==> config.mk <==
export PLATFORM = sky130hd
export DESIGN_NAME = rpvg_div
export DESIGN_NICKNAME = d
export VERILOG_FILES = /design/src/design/rpvg_pkg.sv /design/src/design/rpvg_div.sv
export SDC_FILE = /design/constraint.sdc
export NUM_CORES = 1
export LEC_CHECK = 0
export ABC_AREA = 1
export BUFFER_PORTS_ARGS = -buffer_cell sky130_fd_sc_hd__buf_2
export CORE_MARGIN = 2
export CORE_UTILIZATION = 50
export CTS_CLUSTER_DIAMETER = 60
export DETAILED_ROUTE_END_ITERATION = 8
export HOLD_SLACK_MARGIN = 0.15
export PLACE_DENSITY = 0.82
export SLEW_MARGIN = 20
export SYNTH_ARGS = -nofsm -noshare
export SYNTH_HDL_FRONTEND = slang
export SYNTH_SLANG_ARGS = --single-unit
==> constraint.sdc <==
create_clock -name i_clk -period 3.05 [get_ports i_clk]
set_input_delay 0.61 -clock i_clk [delete_from_list [all_inputs] [get_ports i_clk]]
set_output_delay 0.61 -clock i_clk [all_outputs]
set_load 0.05 [all_outputs]
==> src/design/rpvg_pkg.sv <==
// Shared types, constants and the CORDIC arctangent table for the
// regular polygon vertex generator. No dependencies.
package rpvg_pkg;

    localparam int MaxSides    = 12;
    localparam int CordicSteps = 18;
    localparam int NStages     = (CordicSteps > 32) ? 32 : CordicSteps;

    localparam int XW = 34;   // CORDIC x/y width, Q2.30 with headroom
    localparam int ZW = 33;   // CORDIC residual angle width

    // 360.0 in Q16.16 is Div45 << 19; quotients by 45 use a reciprocal multiply
    localparam int Div45     = 45;
    localparam int Recip45   = 23302;  // ceil(2^20 / 45), exact for inputs below 2^14
    localparam int Recip45Sh = 20;
    localparam int RotBias   = 4140;   // 92 * 45, keeps rotation >>> 19 non-negative
    localparam int BaseRound = 22;     // half of 360 deg after dropping 19 zero lsbs

    localparam logic signed [XW-1:0] GainQ30 = XW'(652032874);

    // atan(2^-i) as a fraction of a full turn, 2^32 = one turn
    function automatic logic [29:0] atan_turn(input int i);
        logic [29:0] v;
        case (i)
            0:  v = 30'h20000000;  1:  v = 30'h12E4051E;  2:  v = 30'h09FB385B;
            3:  v = 30'h051111D4;  4:  v = 30'h028B0D43;  5:  v = 30'h0145D7E1;
            6:  v = 30'h00A2F61E;  7:  v = 30'h00517C55;  8:  v = 30'h0028BE53;
            9:  v = 30'h00145F2F;  10: v = 30'h000A2F98;  11: v = 30'h000517CC;
            12: v = 30'h00028BE6;  13: v = 30'h000145F3;  14: v = 30'h0000A2FA;
            15: v = 30'h0000517D;  16: v = 30'h000028BE;  17: v = 30'h0000145F;
            18: v = 30'h00000A30;  19: v = 30'h00000518;  20: v = 30'h0000028C;
            21: v = 30'h00000146;  22: v = 30'h000000A3;  23: v = 30'h00000051;
            24: v = 30'h00000029;  25: v = 30'h00000014;  26: v = 30'h0000000A;
            27: v = 30'h00000005;  28: v = 30'h00000003;  29: v = 30'h00000001;
            30: v = 30'h00000001;
            default: v = 30'h00000000;
        endcase
        return v;
    endfunction

    // per-vertex tag travelling down the pipeline
    typedef struct packed {
        logic [31:0] diam;
        logic [5:0]  idx;
        logic        last;
        logic        bad;
    } t_tag;

    typedef struct packed {
        logic        start;
        logic [24:0] rem_init;
        logic [32:0] num;       // left aligned, msb first
        logic [5:0]  nbits;
        logic [24:0] divisor;
    } t_div_req;

    typedef struct packed {
        logic        done;
        logic [31:0] quo;
        logic [24:0] rem;
    } t_div_rsp;

endpackage

==> src/design/rpvg_div.sv <==
// Bit-serial restoring divider, one quotient bit per cycle.
// Depends on rpvg_pkg.
module rpvg_div import rpvg_pkg::*; (
    input  logic     i_clk,
    input  logic     i_rst_n,
    input  t_div_req i_req,
    output t_div_rsp o_rsp
);

    logic        r_busy, r_done;
    logic [5:0]  r_cnt;
    logic [24:0] r_rem, r_div;
    logic [32:0] r_num;
    logic [31:0] r_q;

    logic [25:0] w_trial, w_diff;
    logic        w_ge;

    always_comb begin
        w_trial = {r_rem, r_num[32]};
        w_ge    = (w_trial >= {1'b0, r_div});
        w_diff  = w_ge ? (w_trial - {1'b0, r_div}) : w_trial;
    end

    always_ff @(posedge i_clk) begin
        if (!i_rst_n) begin
            r_busy <= 1'b0;
            r_done <= 1'b0;
            r_cnt  <= '0;
        end else begin
            r_done <= 1'b0;
            if (!r_busy && i_req.start) begin
                r_busy <= 1'b1;
                r_cnt  <= i_req.nbits;
            end else if (r_busy) begin
                r_cnt <= r_cnt - 6'd1;
                if (r_cnt == 6'd1) begin
                    r_busy <= 1'b0;
                    r_done <= 1'b1;
                end
            end
        end
    end

    always_ff @(posedge i_clk) begin
        if (!r_busy && i_req.start) begin
            r_rem <= i_req.rem_init;
            r_num <= i_req.num;
            r_div <= i_req.divisor;
        end else if (r_busy) begin
            r_rem <= w_diff[24:0];
            r_num <= {r_num[31:0], 1'b0};
            r_q   <= {r_q[30:0], w_ge};
        end
    end

    assign o_rsp.done = r_done;
    assign o_rsp.quo  = r_q;
    assign o_rsp.rem  = r_rem;

endmodule

==> results of run 1 <==
==> layout by cell type (no fill, tap or decap), types with 14 or more instances in the layout <==
cell type  synthesis  routed
ha_1              27      27
clkbuf_16          0      17
nor2_1            35      34
nand4_1           35      35
inv_1            156     154
buf_2              6     149
a21oi_1           14      14
nand3_1           46      46
nand2_1          370     370
edfxtp_1         115     115
==> path summary, 6_finish.rpt <==
kind | startpoint | end | slack [ns] | cells after the start
worst max-delay path | r_rem[6] | r_rem[20] | 0.60 | 12
worst min-delay path | i_req[14] | r_div[14] | 0.35 | 1
worst max register to register | r_rem[6] | r_rem[20] | 0.60 | 12
worst min register to register | r_q[25] | r_q[26] | 0.45 | 0
==> layer usage <==
metal  vias up  share of wire (%)
li1       3069                  -
met1      2803                 41
met2       197                 49
met3        25                8.3
met4         0                1.7
met5         -                  0
==> worst reg2reg max path, delay by kind of cell (launching register included) <==
family	cells	cell delay (ns)
fa+ha+maj	1	0.38
buf+inv	2	0.39
flops	1	0.42
simple gates	9	1.02
==> registers in the layout, indices dropped and copies added, names as in the netlist <==
| name | flops |
|---|---|
| r_rem | 25 |
| r_cnt | 6 |
| r_busy | 1 |
| r_done | 1 |
| r_div | 25 |
| r_num | 33 |
| r_q | 32 |
==> power by group <==
| part | switching [uW] | internal, uW | total, uW |
|---|---|---|---|
| clock | 865 | 1170 | 2030 |
| combinational | 2490 | 1090 | 3580 |
| sequential | 186 | 2240 | 2420 |
==> synth_stat cells (3+ instances only) <==
| library cell | count | area share, % |
|---|---|---|
| a21oi_1 | 14 | 0.99 |
| a31oi_1 | 3 | 0.27 |
| buf_1 | 3 | 0.16 |
| buf_2 | 6 | 0.43 |
| clkbuf_1 | 11 | 0.59 |
| dfxtp_1 | 8 | 2.3 |
| edfxtp_1 | 115 | 49 |
| ha_1 | 27 | 4.8 |
| inv_1 | 156 | 8.3 |
| nand2_1 | 370 | 20 |
| nand3_1 | 46 | 3.3 |
| nand3b_1 | 3 | 0.32 |
| nand4_1 | 35 | 3.1 |
| nor2_1 | 35 | 1.9 |
| nor2_2 | 3 | 0.27 |
| xnor2_1 | 10 | 1.2 |
| xor2_1 | 5 | 0.62 |
==> per-stage QoR <==
step / instance area (um2) / setup WS, ns / power, uW / util [%]
final: 8600 / 0.601 / 8030 / 62.2
after global placement: 8000 / 0.719 / 5920 / 57.9
after floorplan: 7050 / 0.712 / 5180 / -
after detailed placement: 8000 / 0.600 / 6000 / 57.9
after global routing: 8600 / 0.394 / 8610 / 62.2
after CTS: 8600 / 0.604 / 8060 / 62.2
==> logic make-up (layout without fill, tap and decap cells) <==
| group | count (synthesis) | in the layout | share of synthesized area, % |
|---|---|---|---|
| compound gates | 23 | 23 | 1.97 |
| xor+xnor | 15 | 15 | 1.86 |
| fa+ha+maj | 28 | 28 | 5.07 |
| flops | 123 | 123 | 51.2 |
| buf+inv | 179 | 346 | 9.90 |
| simple gates | 503 | 503 | 30.0 |
==> final cells by class <==
| type | count | area share (%) |
|---|---|---|
| sequential | 123 | 42.0 |
| multi-input combinational | 569 | 32.0 |
| inverter | 156 | 6.81 |
| tap | 180 | 2.62 |
| timing repair buffer | 158 | 9.60 |
| clock inverter | 15 | 2.04 |
| clock buffer | 17 | 4.95 |
==> results.toml, run 1 <==
[outcome]
outcome = "finished, final reports clean"

[routing]
routedWlPerCell_um = 14.0
avgViaCountPerCell = 5.00
drtIter0Drc = 463
vias = 6094
ant_nets = 0
drc = 0
routed_wl_um = 17100
dr.pass1.iters = 5

[clock_network]
clock_latency_ns = 0.43
htree_levels = 4
root_buffer = "clkbuf_16"
clockBufferDepth = 2
tritoncts = "done"
path_clk_slew_ns = 0.06
hold_buffers = 0
postCtsSetupBuffers = 0
cts_buffers = 17
cts_resized = 0
clkSinkCount = 123

[power_and_ir_drop]
leakagePower_uw = 0.00443
vdd_drop_max_v = 0.000480
p_per_area_nw_per_um2 = 934

[critical_path]
critPathBufInv = 2
critPathTopFamily = "simple AND/OR/NAND/NOR gates"
cpPeakStageDelay_ns = 0.42
cp_cell_sequence = "ha_1 > nand2_1 > nand2_1 > nand2_1 > nand2_1 > inv_1 > nand3_1 > nand2_2 > buf_4 > nand4_1 > nand3_1 > nand2_1"
cp_max_fo = 21
cp-start-kind = "register"
critical_path_class = "reg2reg"
crit_top_cell = "nand2_1"
critPathCaptureType = "register"
arrival_ns = 2.63
critPathSlowestCell = "edfxtp_1"
worstPathRequired_ns = 3.23

[placement]
hpwl_um = 12200
dp_cells = 1186
portBuffers = 149
gp_congestion = 0.955

[finish]
multi_input_area_um2 = 2750
drive_gt1_share_pct = 19.7
layout.cells.non_filler = 1218
nNetsFinal = 1145
area_delta_synth_final_pct = 21.9
final-seq-area_um2 = 3610
antenna_cells = 0
fillers = 1197

[synth]
synth_area_um2 = 7050
synth_flop_cell = "edfxtp_1"
synth_nets = 991
postSynthCellCount = 871
syn_avg_cell_area_um2 = 8.10
ys_ff_latch = 123
synth_edf_count = 115
yosysWarnings = 0
synthArstFlopShare_pct = 0
synth_seq_area_share_pct = 51.2
ys_types = 31

[die]
initial_utilization_pct = 51.0
core_um2 = 13800
io_pins = 150
die_w_um = 123
die_y_um = 123
die_area_um2 = 15100
row_count = 43

[global_routing]
top_usage_layer = "met2"
grt_pass1_vias = 5866
use_met1_pct = 28.5
grt-ovfl-total = 0
met3_usage_pct = 7.16
grt_pass1_wl_um = 27300
grtUsageTotal_pct = 23.6
antenna_found_initial = 0
grt_max_degree = 89
use_met2_pct = 39.1

[timing]
finalCriticalPeriod_ns = 2.45
tightest_slew_ns = 0.707
report.final.slew_viol_count = 0
whs_ns = 0.352
relSlewSlack_pct = 52.8
setup_violations = 0
fmax_ghz = 0.408
finalSetupTns_ns = 0
rsz0062_at_grt = "no"
fin_skew_ns = 0.0141
hold_viol = 0
finalCritPeriodShare_pct = 80.3

[run]
drv_cap = 0

[worst_hold_path]
min_path_type = "in2reg"
(Power assumes the default switching activity.)
==> run 2, diff against run 1 <==
- clock period: 3.05 -> 2.4 ns (I/O delays scaled with it)
==> run 2 against run 1 <==
Die area stayed put. Critical endpoint is now r_rem[15]. Combinational power is 34% higher. Largest cell class unchanged. Utilization is 1.7 points higher.
==> results.toml, run 2 (synthesis gave the netlist of run 1 again) <==
[finish]
largest_reg_flops = 33
regMostFlops = "r_num"
final_cell_mix = "nand2_1 (369), inv_1 (154), buf_2 (149)"
antenna_cells = 0
final_common_cell = "nand2_1"
reg_top3 = "r_num: 33 flops, r_q: 32 flops"
drive_gt1_share_pct = 22.1
nNetsFinal = 1159
area_delta_synth_final_pct = 25.4
final_util_pct = 63.9

[power_and_ir_drop]
vdd_drop_max_v = 0.000620
leakagePower_uw = 0.00450
p_per_area_nw_per_um2 = 1180

[critical_path]
critical_path_class = "reg2reg"
critPathBufInv = 3
critPathTopFamily = "simple AND/OR/NAND/NOR gates"
arrival_ns = 2.42
cp_max_fo = 10
cp_cell_sequence = "ha_1 > nand2_1 > inv_1 > nand2_1 > nand2_1 > inv_1 > nand2_1 > a21oi_4 > buf_6 > nand4_1 > nand3_1 > nand2_1"
crit_top_cell = "nand2_1"
worstPathRequired_ns = 2.58
cp-start-kind = "register"
critPathSlowestCell = "edfxtp_1"
cpPeakStageDelay_ns = 0.42
critPathCaptureType = "register"

[clock_network]
clkSinkCount = 123
clockBufferDepth = 2
clock_latency_ns = 0.43
cts_buffers = 17
hold_buffers = 0
path_clk_slew_ns = 0.07
htree_levels = 4
root_buffer = "clkbuf_16"
tritoncts = "done"

[routing]
routedWlPerCell_um = 14.0
ant_nets = 0
vias = 6055
avgViaCountPerCell = 4.91
drc = 0
dr.pass1.iters = 5
routed_wl_um = 17300
drtIter0Drc = 431

[placement]
portBuffers = 149
gp_congestion = 0.931
hpwl_um = 12500
pre_cts_ws_ns = -0.0291

[global_routing]
antenna_found_initial = 3
grt-ovfl-total = 0
grt_pass1_wl_um = 27400
grtUsageTotal_pct = 23.6
grt_max_degree = 40
grt_pass1_vias = 5873

[run]
drv_cap = 0

[timing]
finalCritPeriodShare_pct = 93.3
tightest_slew_ns = 0.450
fin_skew_ns = 0.00936
hold_viol = 0
finalCriticalPeriod_ns = 2.24
relSlewSlack_pct = 69.9
report.final.slew_viol_count = 0
fin_ws_ns = 0.160
fmax_ghz = 0.446
setup_violations = 0

[die]
io_pins = 150
die_y_um = 123
row_count = 43
die_area_um2 = 15100
die_w_um = 123
core_um2 = 13800
initial_utilization_pct = 51.0

[outcome]
outcome = "finished, final reports clean"

[worst_hold_path]
min_path_type = "in2reg"
## run 2: per-stage QoR
stage / cells / cell area (um2) / hold slack, ns / setup TNS, ns / power [uW]
after global routing: 1232 / 8840 / 0.214 / -0.00835 / 11200
after detailed placement: 1199 / 8110 / 0.431 / -0.0421 / 7720
after global placement: 1199 / 8110 / 0.423 / 0 / 7640
after CTS: 1231 / 8690 / 0.210 / 0 / 10300
final: 1232 / 8840 / 0.223 / 0 / 10500
after floorplan: 871 / 7050 / 0.474 / 0 / 6580
## run 2: layout make-up
class | count | area (um2)
inverter | 156 | 586
timing repair buffer | 172 | 955
multi-input combinational | 569 | 2880
tap | 180 | 225
clock inverter | 15 | 155
clock buffer | 17 | 425
sequential | 123 | 3610
fill | 1168 | 4990
## run 2: repair_timing
action                     CTS  global route
pin swaps                    0             2
setup buffers                0             1
setup endpoints to repair    4            25
gates resized for setup      1            18
## run 2: worst register-to-register path, cell delays in order (launching register included)
cell	delay, ns
edfxtp_1	0.42
ha_1	0.37
nand2_1	0.15
inv_1	0.05
nand2_1	0.06
nand2_1	0.06
inv_1	0.05
nand2_1	0.09
a21oi_4	0.28
buf_6	0.18
nand4_1	0.11
nand3_1	0.11
nand2_1	0.05
## run 2: per-layer routing
metal,routed length [um],share of wire (%),vias to the layer above,GRT usage [%]
li1,-,-,3103,-
met1,7420,43,2731,29.1
met2,8340,48,183,38.7
met3,1100,6.4,34,6.97
met4,389,2.3,4,9.34
met5,30,0.17,-,0
## run 2: report_power, final
group,internal [uW],switching [uW]
clock network,1460,1070
logic,1620,3200
registers,2840,284
## run 2: path summary, 6_finish.rpt
| path | startpoint | endpoint | slack (ns) | cells past startpoint |
|---|---|---|---|---|
| worst min register to register | r_q[1] | r_q[2] | 0.44 | 0 |
| worst max register to register | r_rem[16] | r_rem[15] | 0.16 | 12 |
| worst max-delay path | r_rem[16] | r_rem[15] | 0.16 | 12 |
| worst min-delay path | i_req[11] | r_div[11] | 0.22 | 1 |
==> run 3, diff against run 2 <==
- CTS_BUF_LIST: default -> sky130_fd_sc_hd__clkbuf_4 sky130_fd_sc_hd__clkbuf_8
==> run 3 against run 2 <==
Flip-flop and latch count unchanged. Wire length fell by 1.3%. Clock power decreased by 28%. Hold slack got worse by 0.024 ns. Register-to-register slack lost 0.02 ns. Utilization shrank 1.4 points. Critical path type unchanged. Critical endpoint unchanged.
==> results.toml, run 3 (synthesis gave the netlist of run 1 again) <==
[outcome]
outcome = "finished, final reports clean"

[timing]
finalCritPeriodShare_pct = 94.1
fmax_ghz = 0.443
fin_skew_ns = 0.0148
rsz0062_at_grt = "yes"
relSlewSlack_pct = 69.0
tightest_slew_ns = 0.463
finalCriticalPeriod_ns = 2.26
hold_viol = 0
report.final.slew_viol_count = 0
finalSetupTns_ns = 0
whs_ns = 0.199
fin_ws_ns = 0.142
setup_violations = 0

[critical_path]
cp_max_fo = 10
cp_cell_sequence = "ha_4 > nand2_2 > inv_1 > nand2_1 > nand2_1 > inv_1 > nand3_2 > nand2_2 > buf_4 > nand4_1 > nand3_1 > nand2_1"
cp-start-kind = "register"
critical_path_class = "reg2reg"
critPathSlowestCell = "edfxtp_1"
critPathBufInv = 3
cpPeakStageDelay_ns = 0.48
arrival_ns = 2.46
worstPathRequired_ns = 2.60
critPathTopFamily = "simple AND/OR/NAND/NOR gates"
critPathCaptureType = "register"
crit_top_cell = "nand2_1"

[placement]
hpwl_um = 12500
portBuffers = 149
dp_cells = 1199
gp_congestion = 0.931
pre_cts_ws_ns = -0.0291

[finish]
fillers = 1201
area_delta_synth_final_pct = 22.6
nNetsFinal = 1160
regMostFlops = "r_num"
final_cell_mix = "nand2_1 (368), inv_1 (154), buf_2 (149)"
antenna_cells = 0
largest_reg_flops = 33
reg_top3 = "r_num: 33 flops, r_q: 32 flops"
layout.cells.non_filler = 1233
drive_gt1_share_pct = 22.2
final_common_cell = "nand2_1"

[die]
die_y_um = 123
core_um2 = 13800
die_w_um = 123
io_pins = 150
row_count = 43
die_area_um2 = 15100
initial_utilization_pct = 51.0

[routing]
dr.pass1.iters = 5
avgViaCountPerCell = 4.92
routed_wl_um = 17000
vias = 6065
routedWlPerCell_um = 13.8
ant_nets = 0
drc = 0
drtIter0Drc = 390

[global_routing]
antenna_found_initial = 3
grt_pass1_wl_um = 27100
grt_pass1_vias = 5890
grt_max_degree = 40
grt-ovfl-total = 0
grtUsageTotal_pct = 23.3

[worst_hold_path]
min_path_type = "in2reg"

[power_and_ir_drop]
p_per_area_nw_per_um2 = 1130
finalPower_uw = 9760
leakagePower_uw = 0.00442
vdd_drop_max_v = 0.000545

[clock_network]
htree_levels = 4
clkSinkCount = 123
clockBufferDepth = 2
tritoncts = "done"
path_clk_slew_ns = 0.09
root_buffer = "clkbuf_8"
cts_buffers = 17
clock_latency_ns = 0.45

[run]
drv_cap = 0
-- run 3: metrics by stage --
step,instance area [um2],utilization [%]
floorplan,7050,-
global placement,8110,58.6
detailed placement,8110,58.6
CTS,8500,61.5
global route,8650,62.5
finish,8650,62.5
-- run 3: repair_timing --
item,in CTS,in global routing
setup buffers,0,2
resized for setup,1,18
pin swaps,0,2
endpoints found under the setup margin,4,25
hold buffers,0,0
-- run 3: power breakdown --
| part | leakage, uW | internal, uW | switching (uW) |
|---|---|---|---|
| clock network | 0.000192 | 856 | 970 |
| logic | 0.00303 | 1620 | 3200 |
| registers | 0.00120 | 2840 | 277 |
| total | 0.00442 | 5320 | 4440 |
-- run 3: path summary, 6_finish.rpt --
path	from	end	slack (ns)	cells past startpoint
hold reg to reg	r_q[1]	r_q[2]	0.45	0
hold / removal	i_req[11]	r_div[11]	0.20	1
setup / recovery	r_rem[8]	r_rem[15]	0.14	12
setup reg to reg	r_rem[8]	r_rem[15]	0.14	12
-- run 3: metal layers --
| metal | track usage [%] | wire (um) | vias up |
|---|---|---|---|
| li1 | - | - | 3095 |
| met1 | 28.7 | 7330 | 2727 |
| met2 | 38.1 | 8150 | 203 |
| met3 | 6.97 | 1170 | 36 |
| met4 | 9.99 | 375 | 4 |
| met5 | 0 | 31 | - |
-- run 3: layout make-up --
cell class	instances	area, um2	share of cell area, %
Tap cell	180	225	2.60
Inverter	156	586	6.77
Timing Repair Buffer	173	962	11.1
Sequential cell	123	3610	41.8
Clock inverter	15	155	1.79
Clock buffer	17	234	2.71
Multi-Input combinational cell	569	2870	33.2
